--- config.mk ---
export PLATFORM = sky130hd
export DESIGN_NAME = priority_schedule_times_top
export DESIGN_NICKNAME = d
export VERILOG_FILES = /design/src/sv/pst_pkg.sv /design/src/sv/pst_ram.sv /design/src/sv/pst_div.sv /design/src/sv/priority_schedule_times_top.sv
export SDC_FILE = /design/constraint.sdc
export NUM_CORES = 2
export LEC_CHECK = 0
export ABC_AREA = 1
export BUFFER_PORTS_ARGS = -buffer_cell sky130_fd_sc_hd__buf_4
export CAP_MARGIN = 20
export CORE_MARGIN = 2
export CORE_UTILIZATION = 45
export DETAILED_ROUTE_END_ITERATION = 6
export PLACE_DENSITY_LB_ADDON = 0.08
export SYNTH_ARGS = -nofsm -noshare
export SYNTH_HDL_FRONTEND = slang
export SYNTH_SLANG_ARGS = --single-unit
--- constraint.sdc ---
create_clock -name clk -period 6.9 [get_ports clk]
set_input_delay 0 -clock clk [delete_from_list [all_inputs] [get_ports clk]]
set_output_delay 0 -clock clk [all_outputs]
set_load 0.05 [all_outputs]
--- src/sv/pst_pkg.sv ---
// shared types and constants for the priority schedule timing block
package pst_pkg;

  localparam int MAX_JOBS = 32;
  localparam int IDX_W    = $clog2(MAX_JOBS);
  localparam int CNT_W    = $clog2(MAX_JOBS + 1);
  localparam int PRIO_W   = 8;
  localparam int BURST_W  = 16;
  localparam int JOBNUM_W = 7;
  localparam int TIME_W   = 22;
  localparam int SUM_W    = 28;
  localparam int STEP_W   = $clog2(SUM_W);

  typedef struct packed {
    logic [BURST_W-1:0] burst_time;
    logic [PRIO_W-1:0]  priority_req;
    logic               is_last;
  } in_t;

  typedef struct packed {
    logic [PRIO_W-1:0]   job_priority;
    logic [JOBNUM_W-1:0] job_number;
    logic [BURST_W-1:0]  job_burst;
    logic [TIME_W-1:0]   waiting_time;
    logic [TIME_W-1:0]   turnaround_time;
    logic [TIME_W-1:0]   avg_waiting;
    logic [TIME_W-1:0]   avg_turnaround;
    logic                overflowed;
    logic                last_out;
  } out_t;

  typedef struct packed {
    logic [PRIO_W-1:0]  prio;
    logic [BURST_W-1:0] burst;
    logic [IDX_W-1:0]   job_id;
  } entry_t;

  typedef struct packed {
    logic               start;
    logic [SUM_W-1:0]   dividend;
    logic [CNT_W-1:0]   divisor;
  } div_req_t;

  typedef struct packed {
    logic               done;
    logic [SUM_W-1:0]   quotient;
  } div_rsp_t;

  typedef enum logic [3:0] {
    S_LOAD,
    S_START,
    S_FIRST,
    S_SCAN,
    S_SWAP,
    S_DW_GO,
    S_DW,
    S_DT_GO,
    S_DT,
    S_PUSH
  } state_t;

endpackage

--- src/sv/pst_ram.sv ---
// generic single write port ram with registered read
module pst_ram #(
  parameter int WIDTH = 8,
  parameter int DEPTH = 32
) (
  input  logic                     clk,
  input  logic                     we,
  input  logic [$clog2(DEPTH)-1:0] waddr,
  input  logic [WIDTH-1:0]         wdata,
  input  logic [$clog2(DEPTH)-1:0] raddr,
  output logic [WIDTH-1:0]         rdata
);

  logic [WIDTH-1:0] mem [DEPTH];
  logic [WIDTH-1:0] rdata_r;

  always_ff @(posedge clk) begin
    if (we) begin
      mem[waddr] <= wdata;
    end
    rdata_r <= mem[raddr];
  end

  assign rdata = rdata_r;

endmodule

--- src/sv/pst_div.sv ---
// iterative restoring divider, one quotient bit per cycle
module pst_div import pst_pkg::*; (
  input  logic     clk,
  input  logic     rst_n,
  input  div_req_t req,
  output div_rsp_t rsp
);

  logic              busy_r, busy_nxt;
  logic              done_r, done_nxt;
  logic [STEP_W-1:0] step_r, step_nxt;
  logic [SUM_W-1:0]  dvd_r, dvd_nxt;
  logic [CNT_W-1:0]  dvs_r, dvs_nxt;
  logic [CNT_W-1:0]  rem_r, rem_nxt;
  logic [CNT_W:0]    shifted;
  logic [CNT_W:0]    diff;
  logic              fits;

  always_comb begin
    shifted  = {rem_r, dvd_r[SUM_W-1]};
    diff     = shifted - {1'b0, dvs_r};
    fits     = shifted >= {1'b0, dvs_r};
    busy_nxt = busy_r;
    done_nxt = 1'b0;
    step_nxt = step_r;
    dvd_nxt  = dvd_r;
    dvs_nxt  = dvs_r;
    rem_nxt  = rem_r;
    if (req.start) begin
      busy_nxt = 1'b1;
      step_nxt = STEP_W'(SUM_W - 1);
      dvd_nxt  = req.dividend;
      dvs_nxt  = req.divisor;
      rem_nxt  = '0;
    end else if (busy_r) begin
      dvd_nxt  = {dvd_r[SUM_W-2:0], fits};
      rem_nxt  = fits ? diff[CNT_W-1:0] : shifted[CNT_W-1:0];
      step_nxt = step_r - STEP_W'(1);
      if (step_r == '0) begin
        busy_nxt = 1'b0;
        done_nxt = 1'b1;
      end
    end
  end

  always_ff @(posedge clk) begin
    if (!rst_n) begin
      busy_r <= 1'b0;
      done_r <= 1'b0;
    end else begin
      busy_r <= busy_nxt;
      done_r <= done_nxt;
    end
  end

  always_ff @(posedge clk) begin
    step_r <= step_nxt;
    dvd_r  <= dvd_nxt;
    dvs_r  <= dvs_nxt;
    rem_r  <= rem_nxt;
  end

  assign rsp.done     = done_r;
  assign rsp.quotient = dvd_r;

endmodule

--- src/sv/priority_schedule_times_top.sv ---
// top level: job store, selection sort sequencer, timing sums and result register
//
// in_* channel: one beat per job (burst, priority, last flag), valid/ready.
// Jobs load at one beat per cycle while the block is in its load phase; a job
// arriving with MAX_JOBS jobs already stored is dropped and flags overflow.
// The beat marked last closes the batch; in_ready then drops until the last
// result of the batch has been loaded into the output register.
// out_* channel: one beat per stored job in priority order, valid/ready,
// held in an output register. Each slot takes one ram read per remaining job
// through a single priority comparator, then a swap state records the slot and
// a push state loads the output register once it is free. Before the final
// beat the averages go through one shared bit-serial divider, twice.
// A stalled receiver holds the sequencer at the output register; no beat is
// lost and the order is kept.
// Reset (rst_n low, synchronous) empties the batch and clears all sums and
// flags; the job ram needs no clearing since only loaded entries are read.
module priority_schedule_times_top import pst_pkg::*; (
  input  logic clk,
  input  logic rst_n,
  input  logic in_valid,
  output logic in_ready,
  input  in_t  in_data,
  output logic out_valid,
  input  logic out_ready,
  output out_t out_data
);

  state_t           state_r, state_nxt;
  logic [CNT_W-1:0] count_r, count_nxt;
  logic             ovf_r, ovf_nxt;
  logic [TIME_W-1:0] run_r, run_nxt;
  logic [SUM_W-1:0] sum_w_r, sum_w_nxt;
  logic [SUM_W-1:0] sum_t_r, sum_t_nxt;
  logic             out_valid_r, out_valid_nxt;
  logic [CNT_W-1:0] i_r, i_nxt;
  logic [CNT_W-1:0] j_r, j_nxt;
  logic [IDX_W-1:0] sel_r, sel_nxt;
  entry_t           cur_r, cur_nxt;
  entry_t           best_r, best_nxt;
  out_t             res_r, res_nxt;
  out_t             out_r, out_nxt;

  logic             mem_we;
  logic [IDX_W-1:0] mem_waddr;
  entry_t           mem_wdata;
  logic [IDX_W-1:0] mem_raddr;
  entry_t           mem_rdata;
  div_req_t         div_req;
  div_rsp_t         div_rsp;

  logic             slot_free;
  logic             last_pos;
  logic [CNT_W-1:0] arr_idx;
  logic [TIME_W-1:0] turn;

  pst_ram #(
    .WIDTH($bits(entry_t)),
    .DEPTH(MAX_JOBS)
  ) u_ram (
    .clk  (clk),
    .we   (mem_we),
    .waddr(mem_waddr),
    .wdata(mem_wdata),
    .raddr(mem_raddr),
    .rdata(mem_rdata)
  );

  pst_div u_div (
    .clk  (clk),
    .rst_n(rst_n),
    .req  (div_req),
    .rsp  (div_rsp)
  );

  always_comb begin
    slot_free = !out_valid_r || out_ready;
    last_pos  = (i_r + CNT_W'(1)) == count_r;
    arr_idx   = j_r - CNT_W'(1);
    turn      = run_r + TIME_W'(best_r.burst);

    state_nxt     = state_r;
    count_nxt     = count_r;
    ovf_nxt       = ovf_r;
    run_nxt       = run_r;
    sum_w_nxt     = sum_w_r;
    sum_t_nxt     = sum_t_r;
    out_valid_nxt = out_valid_r && !out_ready;
    i_nxt         = i_r;
    j_nxt         = j_r;
    sel_nxt       = sel_r;
    cur_nxt       = cur_r;
    best_nxt      = best_r;
    res_nxt       = res_r;
    out_nxt       = out_r;

    in_ready         = 1'b0;
    mem_we           = 1'b0;
    mem_waddr        = sel_r;
    mem_wdata        = cur_r;
    mem_raddr        = j_r[IDX_W-1:0];
    div_req.start    = 1'b0;
    div_req.dividend = sum_w_r;
    div_req.divisor  = count_r;

    unique case (state_r)
      S_LOAD: begin
        in_ready = 1'b1;
        if (in_valid) begin
          if (count_r < CNT_W'(MAX_JOBS)) begin
            mem_we           = 1'b1;
            mem_waddr        = count_r[IDX_W-1:0];
            mem_wdata.prio   = in_data.priority_req;
            mem_wdata.burst  = in_data.burst_time;
            mem_wdata.job_id = count_r[IDX_W-1:0];
            count_nxt        = count_r + CNT_W'(1);
          end else begin
            ovf_nxt = 1'b1;
          end
          if (in_data.is_last) begin
            i_nxt     = '0;
            state_nxt = S_START;
          end
        end
      end
      S_START: begin
        mem_raddr = i_r[IDX_W-1:0];
        j_nxt     = i_r + CNT_W'(1);
        state_nxt = S_FIRST;
      end
      S_FIRST: begin
        cur_nxt  = mem_rdata;
        best_nxt = mem_rdata;
        sel_nxt  = i_r[IDX_W-1:0];
        if (j_r < count_r) begin
          j_nxt     = j_r + CNT_W'(1);
          state_nxt = S_SCAN;
        end else begin
          state_nxt = S_SWAP;
        end
      end
      S_SCAN: begin
        if (mem_rdata.prio < best_r.prio) begin
          best_nxt = mem_rdata;
          sel_nxt  = arr_idx[IDX_W-1:0];
        end
        if (j_r < count_r) begin
          j_nxt = j_r + CNT_W'(1);
        end else begin
          state_nxt = S_SWAP;
        end
      end
      S_SWAP: begin
        mem_we                  = 1'b1;
        res_nxt.job_priority    = best_r.prio;
        res_nxt.job_number      = JOBNUM_W'(best_r.job_id) + JOBNUM_W'(1);
        res_nxt.job_burst       = best_r.burst;
        res_nxt.waiting_time    = run_r;
        res_nxt.turnaround_time = turn;
        res_nxt.avg_waiting     = '0;
        res_nxt.avg_turnaround  = '0;
        res_nxt.overflowed      = ovf_r;
        res_nxt.last_out        = last_pos;
        run_nxt                 = turn;
        sum_w_nxt               = sum_w_r + SUM_W'(run_r);
        sum_t_nxt               = sum_t_r + SUM_W'(turn);
        state_nxt               = last_pos ? S_DW_GO : S_PUSH;
      end
      S_DW_GO: begin
        div_req.start = 1'b1;
        state_nxt     = S_DW;
      end
      S_DW: begin
        if (div_rsp.done) begin
          res_nxt.avg_waiting = div_rsp.quotient[TIME_W-1:0];
          state_nxt           = S_DT_GO;
        end
      end
      S_DT_GO: begin
        div_req.start    = 1'b1;
        div_req.dividend = sum_t_r;
        state_nxt        = S_DT;
      end
      S_DT: begin
        div_req.dividend = sum_t_r;
        if (div_rsp.done) begin
          res_nxt.avg_turnaround = div_rsp.quotient[TIME_W-1:0];
          state_nxt              = S_PUSH;
        end
      end
      S_PUSH: begin
        if (slot_free) begin
          out_nxt       = res_r;
          out_valid_nxt = 1'b1;
          if (res_r.last_out) begin
            count_nxt = '0;
            ovf_nxt   = 1'b0;
            run_nxt   = '0;
            sum_w_nxt = '0;
            sum_t_nxt = '0;
            state_nxt = S_LOAD;
          end else begin
            i_nxt     = i_r + CNT_W'(1);
            state_nxt = S_START;
          end
        end
      end
      default: begin
        state_nxt = S_LOAD;
      end
    endcase
  end

  always_ff @(posedge clk) begin
    if (!rst_n) begin
      state_r     <= S_LOAD;
      count_r     <= '0;
      ovf_r       <= 1'b0;
      run_r       <= '0;
      sum_w_r     <= '0;
      sum_t_r     <= '0;
      out_valid_r <= 1'b0;
    end else begin
      state_r     <= state_nxt;
      count_r     <= count_nxt;
      ovf_r       <= ovf_nxt;
      run_r       <= run_nxt;
      sum_w_r     <= sum_w_nxt;
      sum_t_r     <= sum_t_nxt;
      out_valid_r <= out_valid_nxt;
    end
  end

  always_ff @(posedge clk) begin
    i_r    <= i_nxt;
    j_r    <= j_nxt;
    sel_r  <= sel_nxt;
    cur_r  <= cur_nxt;
    best_r <= best_nxt;
    res_r  <= res_nxt;
    out_r  <= out_nxt;
  end

  assign out_valid = out_valid_r;
  assign out_data  = out_r;

endmodule

[Word-level counts from Yosys, hierarchy flattened]
Memory sizes are Yosys's and may differ from the RTL's. A register that Yosys moved wholly into a read port is not among the register bits.
Cells that the tools add are included.
Storage, ports and cells
  register bits after elaboration: 454
  memory bits (writable): 928
  output and inout port bits: 123
  logic and storage cells: 171
  memories: 1
Operators by class
  $add $sub $neg: 10
  order comparisons: 4
  eq/ne operators: 22
  muxes and demuxes: 65
  bitwise gates (word level): 2
  reductions and logical operators: 27
Memories
  u_ram.mem: depth 32, width 29, rd ports 1, clocked after memory_dff 1, write ports 1, line pst_ram.sv:14  | logic [WIDTH-1:0] mem [DEPTH];
Operator list (number)
  $mux 28: 5
  $pmux 22 s2: 3
  $mux 29: 4
  $pmux 28 s2: 2
  $mux 22: 3
  $mux 6: 10
  $pmux 29 s2: 1
  $add 28x22->28: 2
  $pmux 4 s10: 1
  $pmux 6 s2: 3
  $mux 4: 7
  $mux 5: 5
  $add 22x16->22: 1
  $add 6x1->6 const B: 3
  $ne 2x2->1 const B: 9
  $mux 1: 17
  $eq 4x3->1 const B: 4
  $reduce_and 5->1: 3
  $reduce_bool 2->1: 7
  $pmux 5 s2: 1
  $reduce_and 2->1: 5
  $sub 5x1->5 const B: 2
  $eq 4x2->1 const B: 2
  $eq 4x4->1 const B: 2
  other kinds (21): 28

[Depth between registers and ports, before layout]
  depth after elaboration: 6
  depth in mapped cells: 24
  gate-level depth less buffers: 24

[Hierarchy]
Synthesis repeated with hierarchy kept, for this count alone.
Second synthesis, totals
  cells, all modules: 5462
  area, all modules: 59769.8 um^2
Modules (own cells, without submodules)
  pst_ram: times used 1, cells each 3210, area an instance 38413.1 um^2, sequential area each 28447.3 um^2
  priority_schedule_times_top: times used 1, cells each 1993, area an instance 19070.8 um^2, sequential area each 11260.8 um^2
  pst_div: times used 1, cells each 259, area an instance 2285.9 um^2, sequential area each 1281.2 um^2

[Least setup slack after synthesis]
Ideal clock, no wire load.
  kind: reg-to-reg
  start point: register state_r[0]
  end point: register count_r[4]
  setup time: 128 ps
  arrival: 6854 ps
  data required time: 6772 ps
  path slack: -82 ps
  stages on the path, launching flop included: 12
  period minus slack after synthesis: 6982 ps
  path through: dfxtp_1 inv_2 nor2_4 nand2_1 nor2_1 nand2_1 nand2_1 nand2_1 nor2_1 nand2_1 xor2_1 nor2_1
Between the ends
  cells in the longest elaborated chain, start to end: 3
  elaborated cells on any way between the ends: 9
Ends and longest elaborated chain
  start, declared: line priority_schedule_times_top.sv:28  | state_t state_r, state_nxt;
  start signal, assigned: line priority_schedule_times_top.sv:223  | state_r <= state_nxt;
  $eq 4x4->1 or $logic_not 4->1 (tied branches): line priority_schedule_times_top.sv:105  | unique case (state_r)
  $ne 2x2->1 (no source line) or $reduce_bool 2->1 (tied branches)
  $reduce_and 5->1 (no source line)
  end signal, assigned: line priority_schedule_times_top.sv:224  | count_r <= count_nxt;
  end, declared: line priority_schedule_times_top.sv:29  | logic [CNT_W-1:0] count_r, count_nxt;
Several ways; a longest one is shown, not always the timed one.
A chain may end at the register's enable or synchronous reset.

[Worst setup path after layout]
  start point: register state_r[2]
  end point: memory u_ram.mem[26][17] (netlist name) (enable)
Between the ends
  cells in the longest elaborated chain, start to end: 4
  elaborated cells on any way between the ends: 6
Ends and longest elaborated chain
  $eq 4x3->1 or $logic_not 4->1 (tied branches): line priority_schedule_times_top.sv:105
  $pmux 1 s2: line priority_schedule_times_top.sv:105
  $mux 1: line pst_ram.sv:18  | if (we) begin
  $mux 1 (not written as such): line pst_ram.sv:19  | mem[waddr] <= wdata;
  end, declared: line pst_ram.sv:14
Several ways; a longest one is shown, not always the timed one.

==> metrics.txt <==
DR DRC count 0; die area 141900 um^2; clk root buf clkbuf_16; WL final 176.5 mm; design area 70730 um^2; FF+latch count, synth 1409; Worst Reg2Reg Path Length in Cells 10; vias per inst 5.134; crit path kind reg2reg; internal reg-to-reg setup slack 2.44 ns; first-pass GRT wire length 262.2 mm; # IOs 152; Hold EP count_r[1]; Period minus WS final 4.455 ns; Area growth, synth to finish 13.14%; WHS Path Cells 4; crit-path max FO 44; largest net degree at the start of global routing 158; Clk pin slew, worst setup/hold paths 0.06 ns; Vias 42740; CTS tree yes; initial antenna violation count 3; Initial Util 0.4541; dpl hpwl 109.2 mm; LEAKAGE 29.75 nW; # port buffers 150; crit end category flop; GRT overflow 0; unique cell type count in the Yosys netlist 44; routability cong. 0.9533; setup tns final 0 ns; Sink Count 1409; DP Area 65660 um^2; hold crit path type in2reg; fin nets 6516; unrepaired setup endpoints after global routing false; status completed; Syn Nets 6386; Slew Limit Fails 0; CTS H-tree lvls 4; Pre-antenna DRT Iters 6; Yosys warning count 0; Longest Clk Path Bufs 3; Routed Antenna Nets 0; vias in the first global route 40560; Setup crit start kind flop; row count 136; Final Cycle Share 0.6457; fmax 0.2245 GHz; Post-CTS Hold Fix Bufs 7; WP data required 7.28 ns; Mapped Avg Cell Area 9.973 um^2; cells after synthesis 6268; cts repair resizes 0; Pwr Total 22.50 mW; clk_skew 0.02695 ns; worst r2r src state_r[2]; Starting DRT DRC Count 3728; total CTS buffers 154; die height 376.7 um; core area 137700 um^2; die span in x 376.7 um; synthesized area 62510 um^2; Power Density 318.1 nW/um^2; GRT Resource Usage Total 0.2482; Post-CTS Setup Bufs 0; Peak supply drop 0.2384 mV; fillcell total 12370; Worst EP arrival 4.83 ns; Hold Startpoint rst_n; max-cap viol count 0; final setup fails 0; Worst-Margin Slew 1.134 ns; slew margin rel. 0.2422; R2R Path End u_ram.mem[26][17]; register area share after synthesis 0.6557; Final Hold Vio Count 0; wire per inst 21.21 um; layout cells sized above 1 0.08239; later-pin clock latency in the skew report 0.79 ns
==> cell usage in the layout, fill, tap and decap left out, types with 6 or more instances in the layout <==
cell | netlist | routed
buf_12 | 0 | 18
nor2_1 | 245 | 210
and2_1 | 17 | 17
clkinv_2 | 0 | 26
o21ai_0 | 89 | 82
nand4_1 | 20 | 20
ha_1 | 85 | 85
o22ai_1 | 23 | 22
xnor2_1 | 6 | 6
nor3_1 | 23 | 23
dfxtp_1 | 132 | 132
o21bai_1 | 12 | 12
clkinv_8 | 0 | 6
nand3_1 | 986 | 985
clkinv_1 | 0 | 37
inv_2 | 5 | 6
clkbuf_16 | 0 | 158
o21ai_4 | 1 | 7
nor2_4 | 1 | 36
clkbuf_8 | 0 | 6
a21oi_1 | 158 | 158
nand2_1 | 1672 | 1647
xor2_1 | 22 | 22
nand3b_1 | 20 | 20
nand2_2 | 2 | 25
inv_1 | 1170 | 1166
or2_2 | 19 | 19
clkbuf_1 | 85 | 40
buf_4 | 12 | 194
edfxtp_1 | 1277 | 1277
dlygate4sd3_1 | 0 | 7
==> flip-flops by register name, indices dropped and copies added (netlist names), 6 cells and up <==
name,cells
u_ram.mem,928
out_data,120
res_r,120
best_r,29
cur_r,29
u_ram.rdata,29
sum_t_r,28
sum_w_r,28
u_div.dvd_r,28
run_r,22
count_r,6
i_r,6
j_r,6
u_div.dvs_r,6
u_div.rem_r,6
==> power breakdown <==
group / switching [mW] / total (mW) / internal (mW)
Clock: 3.44 / 7.85 / 4.40
Sequential: 0.256 / 10.2 / 9.92
Combinational: 3.38 / 4.47 / 1.09
Total: 7.08 / 22.5 / 15.4
==> worst max-delay path: stages, from the launching register on <==
cell	delay, ns
dfxtp_1	0.34
nor2_2	0.30
nand2_1	0.15
nor2_2	0.13
nand2_2	0.05
buf_4	0.30
inv_2	0.52
nand2_1	0.16
nand2_1	0.18
nand3_1	0.69
nor2_4	1.16
==> per-layer routing <==
| layer | GRT usage | routed length (um) |
|---|---|---|
| met4 | 0.09713 | 6861 |
| met5 | 0 | 11 |
| met3 | 0.03414 | 8847 |
| met2 | 0.4213 | 86870 |
| met1 | 0.3219 | 73950 |
==> cell type report <==
type / count / area [um^2] / area share
clock inverter: 84 / 599.3 / 0.008474
tap: 1794 / 2245 / 0.03174
inverter: 1175 / 4425 / 0.06257
antenna: 1 / 2.502 / 0.00003538
sequential: 1409 / 40990 / 0.5795
multi-input combinational: 3435 / 16300 / 0.2305
timing repair buffer: 223 / 1977 / 0.02795
clock buffer: 204 / 4187 / 0.05919
==> cells in the mapped netlist, drive strengths merged <==
library cell / number / area share
nand2: 1676 / 0.10
edfxtp: 1277 / 0.61
inv: 1175 / 0.071
nand3: 986 / 0.079
nor2: 249 / 0.015
buf: 164 / 0.015
a21oi: 161 / 0.013
dfxtp: 132 / 0.042
o21ai: 92 / 0.0076
clkbuf: 85 / 0.0051
ha: 85 / 0.017
nor3: 23 / 0.0018
o22ai: 23 / 0.0023
xor2: 22 / 0.0031
nand3b: 20 / 0.0024
nand4: 20 / 0.0020
or2: 19 / 0.0019
and2: 17 / 0.0017
o21bai: 12 / 0.0014
xnor2: 6 / 0.00084
fa: 4 / 0.0013
o211ai: 4 / 0.00048
a21o: 3 / 0.00036
a31oi: 3 / 0.00030
a21boi: 2 / 0.00024
a22oi: 2 / 0.00024
and3: 1 / 0.00010
conb: 1 / 0.000060
nor3b: 1 / 0.00012
nor4: 1 / 0.00010
o21a: 1 / 0.00012
o31ai: 1 / 0.00012
==> cell families (layout without fill, tap and decap cells) <==
kind of cell	Yosys count	in the layout	synth area share
buf+inv	1424	1686	0.09049
compound gates	304	304	0.02628
simple gates	3013	3013	0.2053
flops	1409	1409	0.6557
fa+ha+maj	89	89	0.01829
xor+xnor	28	28	0.003923
other cells	1	2	0.00005999
==> stage by stage <==
step	std cells	utilization	setup WS, ns	hold slack, ns
floorplan	6268	-	2.008	0.1384
global route	8324	0.5138	2.156	0.07057
finish	8325	0.5138	2.445	0.08739
detailed placement	8019	0.4770	2.367	0.3229
CTS	8314	0.5122	2.345	0.02526
global placement	8016	0.4765	2.487	0.3240
==> worst max-delay path by stage <==
stage               startpoint  cells after the start                end
finish              state_r[2]                     10  u_ram.mem[26][17]
global route        state_r[2]                     10  u_ram.mem[26][16]
CTS                 state_r[2]                     10  u_ram.mem[14][20]
detailed placement  state_r[2]                     10  u_ram.mem[14][21]
global placement    state_r[0]                     11   u_ram.mem[8][10]
floorplan           state_r[0]                     11         count_r[4]
Note: power is estimated with default switching activity, not from simulation.
